===== src/design/dtoi_pkg.sv =====
// Shared types, operation codes and helpers for the divider/timer block.
package dtoi_pkg;

  localparam int MaxTickCycles = 8;
  localparam int CntW          = $clog2(MaxTickCycles + 1);

  // Operation codes carried on func
  localparam logic [3:0] FUNC_TICK    = 4'd0;
  localparam logic [3:0] FUNC_RD_DIV  = 4'd1;
  localparam logic [3:0] FUNC_WR_DIV  = 4'd2;
  localparam logic [3:0] FUNC_RD_TIMA = 4'd3;
  localparam logic [3:0] FUNC_WR_TIMA = 4'd4;
  localparam logic [3:0] FUNC_RD_TMA  = 4'd5;
  localparam logic [3:0] FUNC_WR_TMA  = 4'd6;
  localparam logic [3:0] FUNC_RD_TAC  = 4'd7;
  localparam logic [3:0] FUNC_WR_TAC  = 4'd8;
  localparam logic [3:0] FUNC_SET_CNT = 4'd9;

  // Divider advance per machine cycle
  localparam logic [15:0] DivStep = 16'd4;

  // Timer clock select codes (low two bits of the control register)
  localparam logic [1:0] SEL_BIT9 = 2'd0;
  localparam logic [1:0] SEL_BIT3 = 2'd1;
  localparam logic [1:0] SEL_BIT5 = 2'd2;
  localparam logic [1:0] SEL_BIT7 = 2'd3;

  // One command from the sequencer to the timer core
  typedef struct packed {
    logic        clr_flag;  // start of a tick: drop the reloaded flag
    logic        mcycle;    // run one machine cycle
    logic        access;    // perform the register access in func
    logic [3:0]  func;
    logic [15:0] wdata;
  } cmd_t;

  // Gated timer clock input for a given divider value and control byte
  function automatic logic timer_input(logic [15:0] div, logic [7:0] tac);
    logic b;
    case (tac[1:0])
      SEL_BIT9: b = div[9];
      SEL_BIT3: b = div[3];
      SEL_BIT5: b = div[5];
      SEL_BIT7: b = div[7];
      default:  b = 1'b0;
    endcase
    return tac[2] & b;
  endfunction

endpackage


===== src/design/dtoi_core.sv =====
// Timer core: divider, TIMA/TMA/TAC registers and the one-step update unit.
module dtoi_core (
  input  logic              clk,
  input  logic              rst,
  input  dtoi_pkg::cmd_t    cmd,
  output logic [7:0]        rdata,
  output logic              step_irq
);

  logic [15:0] div_counter, div_counter_next;
  logic [7:0]  timer_count, timer_count_next;
  logic [7:0]  timer_modulo, timer_modulo_next;
  logic [7:0]  timer_control, timer_control_next;
  logic        prev_tick_input, prev_tick_input_next;
  logic        reload_pending, reload_pending_next;
  logic        reloaded_this_tick, reloaded_this_tick_next;

  // shared edge unit operands
  logic [15:0] edge_div;
  logic [7:0]  edge_tac;
  logic [7:0]  edge_tc;
  logic        edge_rp;
  logic        now_in;
  logic        fall;
  logic [7:0]  tc_inc;

  always_comb begin
    // operand select for the falling-edge / increment unit
    edge_div = div_counter;
    edge_tac = timer_control;
    edge_tc  = timer_count;
    edge_rp  = reload_pending;
    if (cmd.mcycle) begin
      edge_div = div_counter + dtoi_pkg::DivStep;
      if (reload_pending) begin
        edge_tc = timer_modulo;
        edge_rp = 1'b0;
      end
    end else if (cmd.func == dtoi_pkg::FUNC_WR_DIV) begin
      edge_div = '0;
    end else if (cmd.func == dtoi_pkg::FUNC_SET_CNT) begin
      edge_div = cmd.wdata;
    end else if (cmd.func == dtoi_pkg::FUNC_WR_TAC) begin
      edge_tac = cmd.wdata[7:0];
    end
    now_in = dtoi_pkg::timer_input(edge_div, edge_tac);
    fall   = prev_tick_input & ~now_in;
    tc_inc = edge_tc + 8'd1;
  end

  always_comb begin
    div_counter_next        = div_counter;
    timer_count_next        = timer_count;
    timer_modulo_next       = timer_modulo;
    timer_control_next      = timer_control;
    prev_tick_input_next    = prev_tick_input;
    reload_pending_next     = reload_pending;
    reloaded_this_tick_next = reloaded_this_tick;
    step_irq                = 1'b0;
    rdata                   = '0;

    if (cmd.clr_flag) begin
      reloaded_this_tick_next = 1'b0;
    end else if (cmd.mcycle) begin
      step_irq = reload_pending;
      if (reload_pending) begin
        reloaded_this_tick_next = 1'b1;
      end
      div_counter_next     = edge_div;
      prev_tick_input_next = now_in;
      timer_count_next     = fall ? tc_inc : edge_tc;
      reload_pending_next  = fall ? (tc_inc == 8'd0) : edge_rp;
    end else if (cmd.access) begin
      case (cmd.func)
        dtoi_pkg::FUNC_RD_DIV:  rdata = div_counter[15:8];
        dtoi_pkg::FUNC_RD_TIMA: rdata = timer_count;
        dtoi_pkg::FUNC_RD_TMA:  rdata = timer_modulo;
        dtoi_pkg::FUNC_RD_TAC:  rdata = timer_control;
        dtoi_pkg::FUNC_WR_DIV, dtoi_pkg::FUNC_WR_TAC: begin
          div_counter_next     = edge_div;
          timer_control_next   = edge_tac;
          prev_tick_input_next = now_in;
          if (fall) begin
            timer_count_next = tc_inc;
            if (tc_inc == 8'd0) begin
              reload_pending_next = 1'b1;
            end
          end
        end
        dtoi_pkg::FUNC_WR_TIMA: begin
          if (!reloaded_this_tick) begin
            reload_pending_next = 1'b0;
            timer_count_next    = cmd.wdata[7:0];
          end
        end
        dtoi_pkg::FUNC_WR_TMA: begin
          if (reloaded_this_tick) begin
            timer_count_next = cmd.wdata[7:0];
          end
          timer_modulo_next = cmd.wdata[7:0];
        end
        dtoi_pkg::FUNC_SET_CNT: begin
          div_counter_next     = edge_div;
          prev_tick_input_next = now_in;
        end
        default: ;
      endcase
    end
  end

  always_ff @(posedge clk) begin
    if (rst) begin
      div_counter        <= '0;
      timer_count        <= '0;
      timer_modulo       <= '0;
      timer_control      <= '0;
      prev_tick_input    <= 1'b0;
      reload_pending     <= 1'b0;
      reloaded_this_tick <= 1'b0;
    end else begin
      div_counter        <= div_counter_next;
      timer_count        <= timer_count_next;
      timer_modulo       <= timer_modulo_next;
      timer_control      <= timer_control_next;
      prev_tick_input    <= prev_tick_input_next;
      reload_pending     <= reload_pending_next;
      reloaded_this_tick <= reloaded_this_tick_next;
    end
  end

endmodule


===== src/design/dtoi_seq.sv =====
// Sequencer: takes a request, steps the core one machine cycle at a time.
module dtoi_seq (
  input  logic                     clk,
  input  logic                     rst,
  input  logic                     in_valid,
  output logic                     in_ready,
  input  logic [3:0]               func,
  input  logic [3:0]               tick_count,
  input  logic [15:0]              wdata,
  input  logic                     out_free,
  output logic                     accept,
  output logic                     done,
  output dtoi_pkg::cmd_t           cmd
);

  localparam logic ST_IDLE = 1'b0;
  localparam logic ST_RUN  = 1'b1;

  logic                      state, state_next;
  logic [3:0]                cur_func;
  logic [15:0]               cur_wdata;
  logic [dtoi_pkg::CntW-1:0] remain, remain_next;
  logic [dtoi_pkg::CntW-1:0] sat_cnt;
  logic                      is_tick;

  assign in_ready = (state == ST_IDLE) && out_free;
  assign accept   = in_valid && in_ready;
  assign is_tick  = (cur_func == dtoi_pkg::FUNC_TICK);

  always_comb begin
    if (32'(tick_count) > dtoi_pkg::MaxTickCycles) begin
      sat_cnt = dtoi_pkg::CntW'(dtoi_pkg::MaxTickCycles);
    end else begin
      sat_cnt = dtoi_pkg::CntW'(tick_count);
    end
  end

  always_comb begin
    state_next    = state;
    remain_next   = remain;
    done          = 1'b0;
    cmd.clr_flag  = 1'b0;
    cmd.mcycle    = 1'b0;
    cmd.access    = 1'b0;
    cmd.func      = cur_func;
    cmd.wdata     = cur_wdata;
    case (state)
      ST_IDLE: begin
        if (accept) begin
          // a tick drops the reloaded flag as it is taken
          cmd.clr_flag = (func == dtoi_pkg::FUNC_TICK);
          remain_next  = sat_cnt;
          state_next   = ST_RUN;
        end
      end
      ST_RUN: begin
        if (is_tick) begin
          if (remain == '0) begin
            done       = 1'b1;
            state_next = ST_IDLE;
          end else begin
            cmd.mcycle  = 1'b1;
            remain_next = remain - 1'b1;
            if (remain == dtoi_pkg::CntW'(1)) begin
              done       = 1'b1;
              state_next = ST_IDLE;
            end
          end
        end else begin
          cmd.access = 1'b1;
          done       = 1'b1;
          state_next = ST_IDLE;
        end
      end
      default: state_next = ST_IDLE;
    endcase
  end

  always_ff @(posedge clk) begin
    if (rst) begin
      state  <= ST_IDLE;
      remain <= '0;
    end else begin
      state  <= state_next;
      remain <= remain_next;
    end
  end

  always_ff @(posedge clk) begin
    if (accept) begin
      cur_func  <= func;
      cur_wdata <= wdata;
    end
  end

endmodule


===== src/design/divider_timer_overflow_irq.sv =====
// Top level of the divider/timer block: sequencer, timer core, result register.
//
// Each request is either a tick of machine cycles or one register access to
// DIV, TIMA, TMA or TAC (plus a direct load of the 16-bit divider). Requests
// are handled one at a time by a small sequencer driving a single update
// unit in the timer core, which applies one machine cycle or one access per
// clock. A tick of n machine cycles (n capped at 8) is run as n machine
// cycles after acceptance, and its result is then loaded into the output
// register; a tick of zero cycles runs no machine cycle, and an access is
// applied in a single step. in_ready drops while a request is in work, and
// also while the previous result is still waiting to be taken, so a new
// request is not taken until the last one is finished, even when the
// consumer keeps out_ready high. The result gives rdata for reads (zero
// otherwise) and timer_irq, set when TIMA was reloaded from TMA in the tick.
// The timer advances on a falling edge of divider bit 9, 3, 5 or 7 as
// chosen by TAC[1:0], gated by TAC[2]; an overflow reloads TIMA one
// machine cycle later.
module divider_timer_overflow_irq (
  input  logic        clk,
  input  logic        rst,
  input  logic        in_valid,
  output logic        in_ready,
  input  logic [3:0]  func,
  input  logic [3:0]  tick_count,
  input  logic [15:0] wdata,
  output logic        out_valid,
  input  logic        out_ready,
  output logic [7:0]  rdata,
  output logic        timer_irq
);

  dtoi_pkg::cmd_t cmd;
  logic           accept;
  logic           done;
  logic           out_free;
  logic [7:0]     core_rdata;
  logic           step_irq;
  logic           irq_acc;

  // result register is free when empty or being drained this cycle
  assign out_free = !out_valid || out_ready;

  dtoi_seq u_seq (
    .clk        (clk),
    .rst        (rst),
    .in_valid   (in_valid),
    .in_ready   (in_ready),
    .func       (func),
    .tick_count (tick_count),
    .wdata      (wdata),
    .out_free   (out_free),
    .accept     (accept),
    .done       (done),
    .cmd        (cmd)
  );

  dtoi_core u_core (
    .clk      (clk),
    .rst      (rst),
    .cmd      (cmd),
    .rdata    (core_rdata),
    .step_irq (step_irq)
  );

  // interrupt seen over the machine cycles of the current tick
  always_ff @(posedge clk) begin
    if (rst) begin
      irq_acc <= 1'b0;
    end else if (accept) begin
      irq_acc <= 1'b0;
    end else if (step_irq) begin
      irq_acc <= 1'b1;
    end
  end

  always_ff @(posedge clk) begin
    if (rst) begin
      out_valid <= 1'b0;
    end else if (done) begin
      out_valid <= 1'b1;
    end else if (out_ready) begin
      out_valid <= 1'b0;
    end
  end

  // result payload; the sequencer only finishes when this register is free
  always_ff @(posedge clk) begin
    if (done) begin
      rdata     <= core_rdata;
      timer_irq <= irq_acc | step_irq;
    end
  end

endmodule


===== config.mk =====
export PLATFORM = sky130hd
export DESIGN_NAME = divider_timer_overflow_irq
export DESIGN_NICKNAME = d
export VERILOG_FILES = /design/src/design/dtoi_pkg.sv /design/src/design/dtoi_core.sv /design/src/design/dtoi_seq.sv /design/src/design/divider_timer_overflow_irq.sv
export SDC_FILE = /design/constraint.sdc
export NUM_CORES = 1
export LEC_CHECK = 0
export BUFFER_PORTS_ARGS = -buffer_cell sky130_fd_sc_hd__buf_2
export CORE_ASPECT_RATIO = 0.8
export CORE_MARGIN = 5
export CORE_UTILIZATION = 45
export CTS_CLUSTER_SIZE = 16
export DETAILED_ROUTE_END_ITERATION = 6
export GPL_ROUTABILITY_DRIVEN = 0
export SYNTH_ARGS = -nofsm -noshare
export SYNTH_HDL_FRONTEND = slang
export SYNTH_SLANG_ARGS = --single-unit

===== constraint.sdc =====
create_clock -name clk -period 3.85 [get_ports clk]
set_clock_uncertainty 0.15 [all_clocks]
set_input_delay 0.385 -clock clk [delete_from_list [all_inputs] [get_ports clk]]
set_output_delay 0.385 -clock clk [all_outputs]
set_load 0.02 [all_outputs]

======== Yosys cells after proc, flatten, opt, wreduce, memory -nomap -nowiden ========
Index checks and enable logic that the tools add are counted.
Widths: inputs -> output; s select.
operators by class
  reductions and logical operators ........ 27
  shift-type cells ........................ 0
  divide/modulo/power cells ............... 0
  mux-type cells .......................... 55
  $mul .................................... 0
  bitwise gates (word level) .............. 10
  $add $sub $neg .......................... 3
  order comparisons ....................... 1
  equality and inequality tests ........... 20
operators by type and width
  kind                   number
  $mux 16                6
  $mux 8                 8
  $pmux 8 s4             1
  $mux 1                 26
  $pmux 8 s3             1
  $add 16x3->16 const B  1
  $eq 4x3->1 const B     4
  $mux 4                 4
  $logic_not 4->1        3
  $mux 3                 4
  $reduce_and 6->1       2
  $ne 3x2->1 const B     3
  $add 8x1->8 const B    1
  $eq 4x1->1 const B     2
  $eq 4x2->1 const B     2
  $eq 4x4->1 const B     2
  $logic_not 8->1        1
  $pmux 4 s2             1
  $reduce_and 4->1       2
  $not 1->1              7
  $reduce_and 7->1       1
  $ne 2x2->1 const B     3
  $reduce_and 3->1       2
  $reduce_bool 2->1      3
  other kinds (19)       26
word-level totals
  latch bits .............................. 0
  memories kept ........................... 0
  memory bits (writable) .................. 0
  ROM bits ................................ 0
  logic and storage cells ................. 132
  bits in registers ....................... 79

======== Logic depth before layout (Yosys ltp) ========
Gate-level depths: netlist of run 1.
  depth after elaboration ................. 14
  depth in mapped cells ................... 15
  depth with buffers taken out ............ 13

======== By module ========
Synthesis of run 1 repeated with hierarchy kept, for this count alone.
unflattened totals
  cell total of the unflattened synthesis .. 456
  area total of the unflattened synthesis .. 4374.2 um2
by module, submodules not included
  module                      area each (um2)  times used  sequential area each (um2)  cells each
  dtoi_core                   3070.4           1           820.8                       378
  dtoi_seq                    964.7            1           700.7                       62
  divider_timer_overflow_irq  339.1            1           310.3                       16

======== Worst setup path after synthesis of run 1 ========
No wires, ideal clock.
  path kind ............................... reg-to-reg
  start ................................... register u_seq.cur_func[0]
  end ..................................... register u_core.reload_pending
  slack ................................... 623 ps
  arrival time ............................ 3018 ps
  clock period less this slack ............ 3227 ps
  required time ........................... 3641 ps
  path buffers ............................ 3
  library setup time ...................... 59 ps
  stages on the path, launching flop included .. 15
  path through ............................ edfxtp_1 > buf_2 > or4_4 > nor3_4 > buf_4 > nand2_1 > o21ai_0 > ha_1 > clkbuf_1 > nand3b_1 > xor2_1 > nor4b_1 > nand2_1 > o21ai_1 > and2_1
on the way
  cells in the longest elaborated chain, start to end .. 12
  elaborated cells on any way between the ends .. 37
RTL lines
  element                                                               RTL line          source
  from (decl)                                                           dtoi_seq.sv:20    logic [3:0] cur_func;
  from (signal assigned)                                                dtoi_seq.sv:91    cur_func <= func;
  parallel branches: the longest is 12 deep, another holds $add 8x1->8  --
  to (signal assigned)                                                  dtoi_core.sv:126  reload_pending <= reload_pending_next;
  to (decl)                                                             dtoi_core.sv:15   logic reload_pending, reload_pending_next;
Several ways; the timed one is not identified. The select of a mux whose other input is x is not followed.
A chain may end at the register's enable or synchronous reset.

======== Worst setup path in the final report of run 1 ========
  start ................................... register u_seq.remain[0] (netlist name)
  end ..................................... register u_core.timer_count[1]
on the way
  cells in the longest elaborated chain, start to end .. 12
  elaborated cells on any way between the ends .. 27
RTL lines
  element                                                              RTL line          source
  from (decl)                                                          dtoi_seq.sv:22    logic [dtoi_pkg::CntW-1:0] remain, remain_next;
  from (signal assigned)                                               dtoi_seq.sv:85    remain <= remain_next;
  $logic_not 4->1 (*)                                                  dtoi_seq.sv:58    if (remain == '0) begin
  $mux 1 (*)                                                           dtoi_seq.sv:58
  $mux 1 (*)                                                           dtoi_seq.sv:57    if (is_tick) begin
  $mux 2 (*)                                                           dtoi_seq.sv:47    case (state)
  parallel branches: the longest is 8 deep, another holds $add 8x1->8  --
  to (signal assigned)                                                 dtoi_core.sv:122  timer_count <= timer_count_next;
  to (decl)                                                            dtoi_core.sv:11   logic [7:0] timer_count, timer_count_next;
Mark *: on every way between the ends. The select of a mux whose other input is x is not followed.

==> reports/results.tsv, run 1 <==
metric	value	unit
status	finished with violations	
failing checks	DRC	
critical path's slowest cell	o32ai_4	
initial antenna violation count	0	
synthesized area per cell	8.75	um2
row cnt	32	
most numerous cell in the Yosys netlist	nand2_1	
final net count	573	
Max Cap Viol	0	
largest area contributor in the netlist	dfxtp_1	
minimum clock period	3420	ps
worst hold endpoint	u_seq.cur_wdata[8]$_DFFE_PP_	
f_max	292	MHz
post-synthesis mux area share	4.51	%
asr flop ratio synth	0	%
CTS root buf	clkbuf_16	
synthesized area	4440	um2
Post-Synth Simple-Gate Area	23.6	%
Seq cells post-synth	77	
die width	121	um
WS Path Type	reg2reg	
Via density	5.86	
VDD IR max	0.257	mV
remaining routing DRC violations	1	
Fin Hold WS	70.8	ps
diodes inserted	0	
Post-synth EDFFs	29	
final hold violations	0	
DRT antenna net count	0	
wirelength, routed	12.5	mm
setup slack at placement	504	ps
WP data arrival	3520	ps
Worst-Skew Late Latency	330	ps
Relative slew margins	33.1	%
DR pass1 iterations	7	
Pins Over Slew Limit	0	
Synth top area share	21.7	%
Reg2Reg Depth	11	
hold crit path type	in2reg	
RR Startpoint	u_seq.remain[0]$_SDFFE_PP0P_	
YS warnings	0	
crit path cell chain	inv_1 -> ha_1 -> or3b_1 -> a221o_1 -> nand2_2 -> a221oi_1 -> o32ai_4 -> nor2_8 -> o21ai_4 -> a211oi_1 -> a221oi_2	
Placed Area	4760	um2
# resized after CTS	0	
Die ar.	12000	um2
slowest stage delay, CP	550	ps
Max Fanout on Critical Path	15	
synthesized instance count	507	
hold_sp	wdata[8]	
Initial Util	46.0	%
largest family of logic cells by synthesized area	simple AND/OR/NAND/NOR gates	
Slew @ Worst Pin	1000	ps
post-DP HPWL	8.94	mm
FF-to-FF End	u_core.timer_count[1]$_SDFFE_PP0P_	
Post-Synth Adder-Cell Area	1.41	%
WL/cell	18.4	um
worst setup margin	425	ps
Clock Pin Slew Worst Setup and Hold Paths	60	ps
drt initial violations	401	
CTS H-tree lvls	3	
Post-Syn Nets	540	
CTS tree	built	
Seq/Total Area, Yosys	41.3	%
compound-gate portion of the synthesized area	22.2	%
number of distinct library cells after synthesis	72	
Top FF cell, synth	dfxtp_1	
number of buffers created by CTS	9	
total global-route track usage	21.6	%
# hold bufs at CTS	0	
clock sinks	77	
Post-CTS Setup Repair Bufs	0	
worst endpoint required time	3940	ps
clock buffer depth	2	
share of cells above drive strength 1	18.2	%
first-pass GRT wire length	20.2	mm
Setup-failing EPs final	0	
vias in the first global route	3734	
final instance area	5070	um2
Inst Count DP	665	
Synth Area in XOR/XNOR	2.57	%
RSZ-0062 raised after global routing	no	
crit start category	flop	
Synth area leaders	dfxtp_1, edfxtp_1, nand2_1	
Layout Area Growth over Synthesis	14.3	%
fin cells	681	
Die Height	98.8	um
I/O pin cnt	39	
pin count of the biggest net entering global routing	51	
number of buffers added on ports	38	
GRT overflow	0	
Commonest cells post-synth	nand2_1, a21oi_1, dfxtp_1	
Core Area	9650	um2
period utilisation layout	89.0	%
Vias	3991	
worst hold path depth	1	
R2R setup slack	430	ps
Setup TNS	0	ps
crit end category	flop	
LEAKAGE	1.72	nW
power density of the placed cells	388	nW/um2
-- critical path, delay by kind of cell, from the launching register on --
family | cells | cell delay [ps]
AND/OR/NAND/NOR | 3 | 680
AO/OA/AOI/OAI | 6 | 1860
flip-flops | 1 | 350
adder cells (fa/ha/maj) | 1 | 210
buffers and inverters | 1 | 90
-- final cells by class --
type / instances / area, um2
timing repair buffer: 52 / 295
clock inverter: 7 / 82.6
inverter: 15 / 56.3
multi-input combinational: 385 / 2410
sequential: 77 / 1830
clock buffer: 9 / 225
tap: 136 / 170
fill: 889 / 4580
-- cell families after synthesis --
logic type	count (synthesis)
and+or+nand+nor	202
DFF	77
muxes	19
adders and majority gates	5
buffers and inverters	45
xor gates and xnor gates	13
AOI/OAI and AO/OA	146
-- worst max-delay path by stage --
stage                     cells past startpoint  slack (ps)                                  to                    startpoint
after floorplan                              14         620  u_core.reload_pending$_SDFFE_PP0P_   u_seq.cur_func[0]$_DFFE_PP_
after global placement                       10         540  u_core.timer_count[6]$_SDFFE_PP0P_   u_seq.cur_func[3]$_DFFE_PP_
after detailed placement                     10         500  u_core.timer_count[6]$_SDFFE_PP0P_   u_seq.cur_func[3]$_DFFE_PP_
after CTS                                    10         470  u_core.timer_count[6]$_SDFFE_PP0P_   u_seq.cur_func[3]$_DFFE_PP_
after global routing                         10         170  u_core.timer_count[6]$_SDFFE_PP0P_   u_seq.cur_func[3]$_DFFE_PP_
final                                        11         430  u_core.timer_count[1]$_SDFFE_PP0P_  u_seq.remain[0]$_SDFFE_PP0P_
-- per-layer routing --
metal | up-vias | GRT usage [%] | part of all wire (%)
met2 | 166 | 33.1 | 45
li1 | 1929 | - | -
met4 | 0 | 6.45 | 2.0
met5 | - | 0 | 0
met3 | 17 | 4.82 | 6.4
met1 | 1879 | 30.4 | 46
-- registers in the layout, summed over array words and instances, names as in the netlist, 4 cells and up --
signal                count
u_seq.cur_wdata          16
u_core.div_counter       14
rdata                     8
u_core.timer_control      8
u_core.timer_count        8
u_core.timer_modulo       8
u_seq.cur_func            4
u_seq.remain              4
-- per-stage QoR --
stage | total power [mW] | util [%]
final | 1.97 | 52.5
after floorplan | 1.04 | -
after CTS | 1.98 | 52.5
after global placement | 1.10 | 49.3
after detailed placement | 1.11 | 49.3
after global routing | 2.04 | 52.5
-- power breakdown --
group	switching, mW	internal (mW)
logic	0.108	0.0677
clock network	0.360	0.513
registers	0.0430	0.876
total	0.511	1.46
-- cell usage in the layout (no fill, tap or decap), types with 3 or more instances in the layout --
cell type,instances
nand2_1,71
a21oi_1,48
dfxtp_1,48
nor2_1,46
buf_2,38
o21ai_0,30
edfxtp_1,29
nand3_1,17
inv_1,15
buf_4,14
mux2i_1,11
and3_1,9
a211oi_1,9
clkbuf_16,9
mux2_2,8
xnor2_1,8
nor3_1,7
nand3b_1,7
a222oi_1,7
nand2b_1,6
a31oi_1,6
xor2_1,5
nor4_1,5
ha_1,5
a22oi_1,4
or2_2,4
nor3b_1,3
and2_1,3
nor2b_1,3
a221oi_1,3
a32o_1,3
or3_1,3
o31ai_1,3
a21oi_2,3
o21ai_1,3
No activity file was read; power rests on OpenSTA's default activity.
==> run 2: changes to the inputs <==
--- a/config.mk
+++ b/config.mk
@@ -5,12 +5,12 @@
 export SDC_FILE = /design/constraint.sdc
 export NUM_CORES = 1
 export LEC_CHECK = 0
-export BUFFER_PORTS_ARGS = -buffer_cell sky130_fd_sc_hd__buf_2
 export CORE_ASPECT_RATIO = 0.8
 export CORE_MARGIN = 5
 export CORE_UTILIZATION = 45
 export CTS_CLUSTER_SIZE = 16
 export DETAILED_ROUTE_END_ITERATION = 6
+export DONT_BUFFER_PORTS = 1
 export GPL_ROUTABILITY_DRIVEN = 0
 export SYNTH_ARGS = -nofsm -noshare
 export SYNTH_HDL_FRONTEND = slang
==> run 2 against run 1 <==
The run still ends with DRC left. Setup slack lost 57 ps. Critical path type unchanged. Global-route usage rose by 0.53 points. Combinational power shrank 5%. Sequential power rose by 0.7%. Sequential share of layout area increased by 0.15 points. Register-to-register slack got worse by 60 ps. Design area decreased by 0.42%. Maximum frequency decreased by 1.6%.
==> reports/results.tsv, run 2 (synthesized netlist as in run 1, its figures left out) <==
metric	value	unit	change
Most flops, register	u_seq.cur_wdata		
commonest cells after routing, fill and taps aside	nand2_1, a21oi_1, dfxtp_1		
Post-CTS Setup Repair Bufs	0		unchanged
final hold violations	0		unchanged
WL/cell	19.4	um	+5.3%
crit end category	flop		
Total Power Consumption	1.89	mW	-3.9%
Pins Over Slew Limit	0		unchanged
Initial Util	46.0	%	unchanged
DRT antenna net count	0		unchanged
VDD IR max	0.242	mV	-5.7%
I/O pin cnt	39		unchanged
Relative slew margins	36.7	%	+3.7 points
RR Startpoint	u_seq.remain[1]$_SDFFE_PP0P_		
power density of the placed cells	375	nW/um2	-3.5%
wirelength, routed	12.8	mm	+2.2%
Die ar.	12000	um2	unchanged
Slew @ Worst Pin	942	ps	-62.0 ps
highest metal used	met4		
clock sinks	77		unchanged
slowest stage delay, CP	540	ps	about the same
WP buf/inv	1		unchanged
commonest non-fill, non-tap cell in the layout	nand2_1		
CTS tree	built		
diodes inserted	0		unchanged
Gate power share	8.8	%	about the same
status	finished with violations		
failing checks	DRC		
crit path cell chain	inv_1 -> ha_1 -> or3b_1 -> a221o_1 -> nand2_2 -> a221oi_1 -> o32ai_4 -> nor2_8 -> o21ai_4 -> a211oi_1 -> a221oi_2		
area of the multi-input gates	2410	um2	+0.21%
fin cells	661		-2.9%
clock buffer depth	2		unchanged
Die Height	98.8	um	unchanged
met1 wire length	5.78	mm	-0.69%
remaining routing DRC violations	10		+9
Top Registers	u_seq.cur_wdata (16), u_core.div_counter (14)		
worst endpoint required time	3970	ps	+30 ps
total global-route track usage	22.1	%	+0.53 points
Layout Area Growth over Synthesis	13.8	%	
Worst-Skew Late Latency	350	ps	+20 ps
NetSw	0.504	mW	-1.4%
CTS root buf	clkbuf_16		
final instance area	5050	um2	-0.42%
f_max	287	MHz	-1.6%
initial antenna violation count	0		unchanged
minimum clock period	3480	ps	+57.4 ps
DR pass1 iterations	7		unchanged
GRT overflow	0		unchanged
critical path's slowest cell	o32ai_4		
CTS H-tree lvls	3		unchanged
hold crit path type	in2reg		
Register Area	1830	um2	unchanged
die width	121	um	unchanged
Inst Count DP	624		-6.2%
Setup crit end	u_core.timer_count[1]$_SDFFE_PP0P_		
sequential power share	48.9	%	+2.2 points
drt initial violations	392		-2.2%
Max Fanout on Critical Path	15		unchanged
routed wl met3	1.06	mm	+32%
crit start category	flop		
Layout fillers	885		-0.45%
row cnt	32		unchanged
RSZ-0062 raised after global routing	no		
Pint	1.39	mW	-4.8%
WP data arrival	3600	ps	+80 ps
Placed Area	4550	um2	-4.5%
Vias	3935		-1.4%
Routed met2 length	5.75	mm	+1.6%
Setup TNS	0	ps	unchanged
number of buffers created by CTS	9		unchanged
Setup-failing EPs final	0		unchanged
number of buffers added on ports	0		-100%
FF-to-FF End	u_core.timer_count[1]$_SDFFE_PP0P_		
first-pass GRT wire length	20.3	mm	+0.24%
post-DP HPWL	8.91	mm	-0.34%
pin count of the biggest net entering global routing	44		-14%
Core Area	9650	um2	unchanged
Clock Pin Slew Worst Setup and Hold Paths	60	ps	about the same
LEAKAGE	1.63	nW	-5.1%
vias in the first global route	3836		+2.7%
share of cells above drive strength 1	11.2	%	-6.9 points
R2R setup slack	370	ps	-60 ps
Reg2Reg Depth	11		unchanged
clock network fraction of total power	42.3	%	-2.1 points
crit-path leading delay family	compound AO/OA/AOI/OAI gates		
number of cells on the critical path	11		unchanged
Via density	5.95		+1.6%
sw frac	26.6	%	+0.69 points
final net count	553		-3.5%
max reg flops	16		unchanged
WS Path Type	reg2reg		
Setup crit start	u_seq.remain[1]$_SDFFE_PP0P_		
Max Cap Viol	0		unchanged
period utilisation layout	90.4	%	+1.5 points
[run 2: cell type report]
class / instances / area share, %
clock inverters: 6 / 0.892
flip-flops and latches: 77 / 36.3
well taps: 136 / 3.37
repair buffers: 32 / 6.00
clock buffers: 10 / 4.54
multi-input cells: 385 / 47.8
inverters: 15 / 1.12
[run 2: power groups by stage]
stage	clock network, mW	logic, mW	registers [mW]
2_1_floorplan	0	0.125	0.916
4_1_cts	0.817	0.165	0.923
3_5_place_dp	0	0.138	0.941
5_1_grt	0.854	0.183	0.927
3_3_place_gp	0	0.136	0.940
6_report	0.799	0.167	0.925
[run 2: how the worst min path moves through the flow]
stage / slack [ps] / endpoint / startpoint / cells past startpoint
after global placement: 300 / u_core.timer_control[6]$_SDFFE_PP0P_ / u_core.timer_control[6]$_SDFFE_PP0P_ / 2
after CTS: 30 / u_core.timer_count[7]$_SDFFE_PP0P_ / rst / 2
final: 40 / u_core.timer_count[7]$_SDFFE_PP0P_ / rst / 2
after global routing: 50 / u_core.timer_count[7]$_SDFFE_PP0P_ / rst / 2
after floorplan: 290 / u_core.timer_control[3]$_SDFFE_PP0P_ / u_core.timer_control[3]$_SDFFE_PP0P_ / 2
after detailed placement: 300 / u_core.timer_control[6]$_SDFFE_PP0P_ / u_core.timer_control[6]$_SDFFE_PP0P_ / 2
[run 2: timing repair]
item / in CTS / in global routing
gates resized for setup: 0 / 1
endpoints found under the setup margin: 0 / 1
hold buffers: 21 / 0
endpoints found under the hold margin: 63 / 0
[run 2: stage by stage]
step / hold slack, ps / worst slack (ps) / util [%]
5_1_grt: 47.1 / 135 / 52.3
2_1_floorplan: 286 / 623 / -
6_report: 38.2 / 368 / 52.3
3_5_place_dp: 296 / 306 / 47.1
4_1_cts: 28.9 / 287 / 52.3
3_3_place_gp: 297 / 484 / 47.1
[run 2: routing by layer]
metal  vias up  global-route usage (%)
met5         -                       0
met3        18                    6.60
met2       171                    33.2
li1       1886                       -
met4         0                    8.19
met1      1860                    30.1
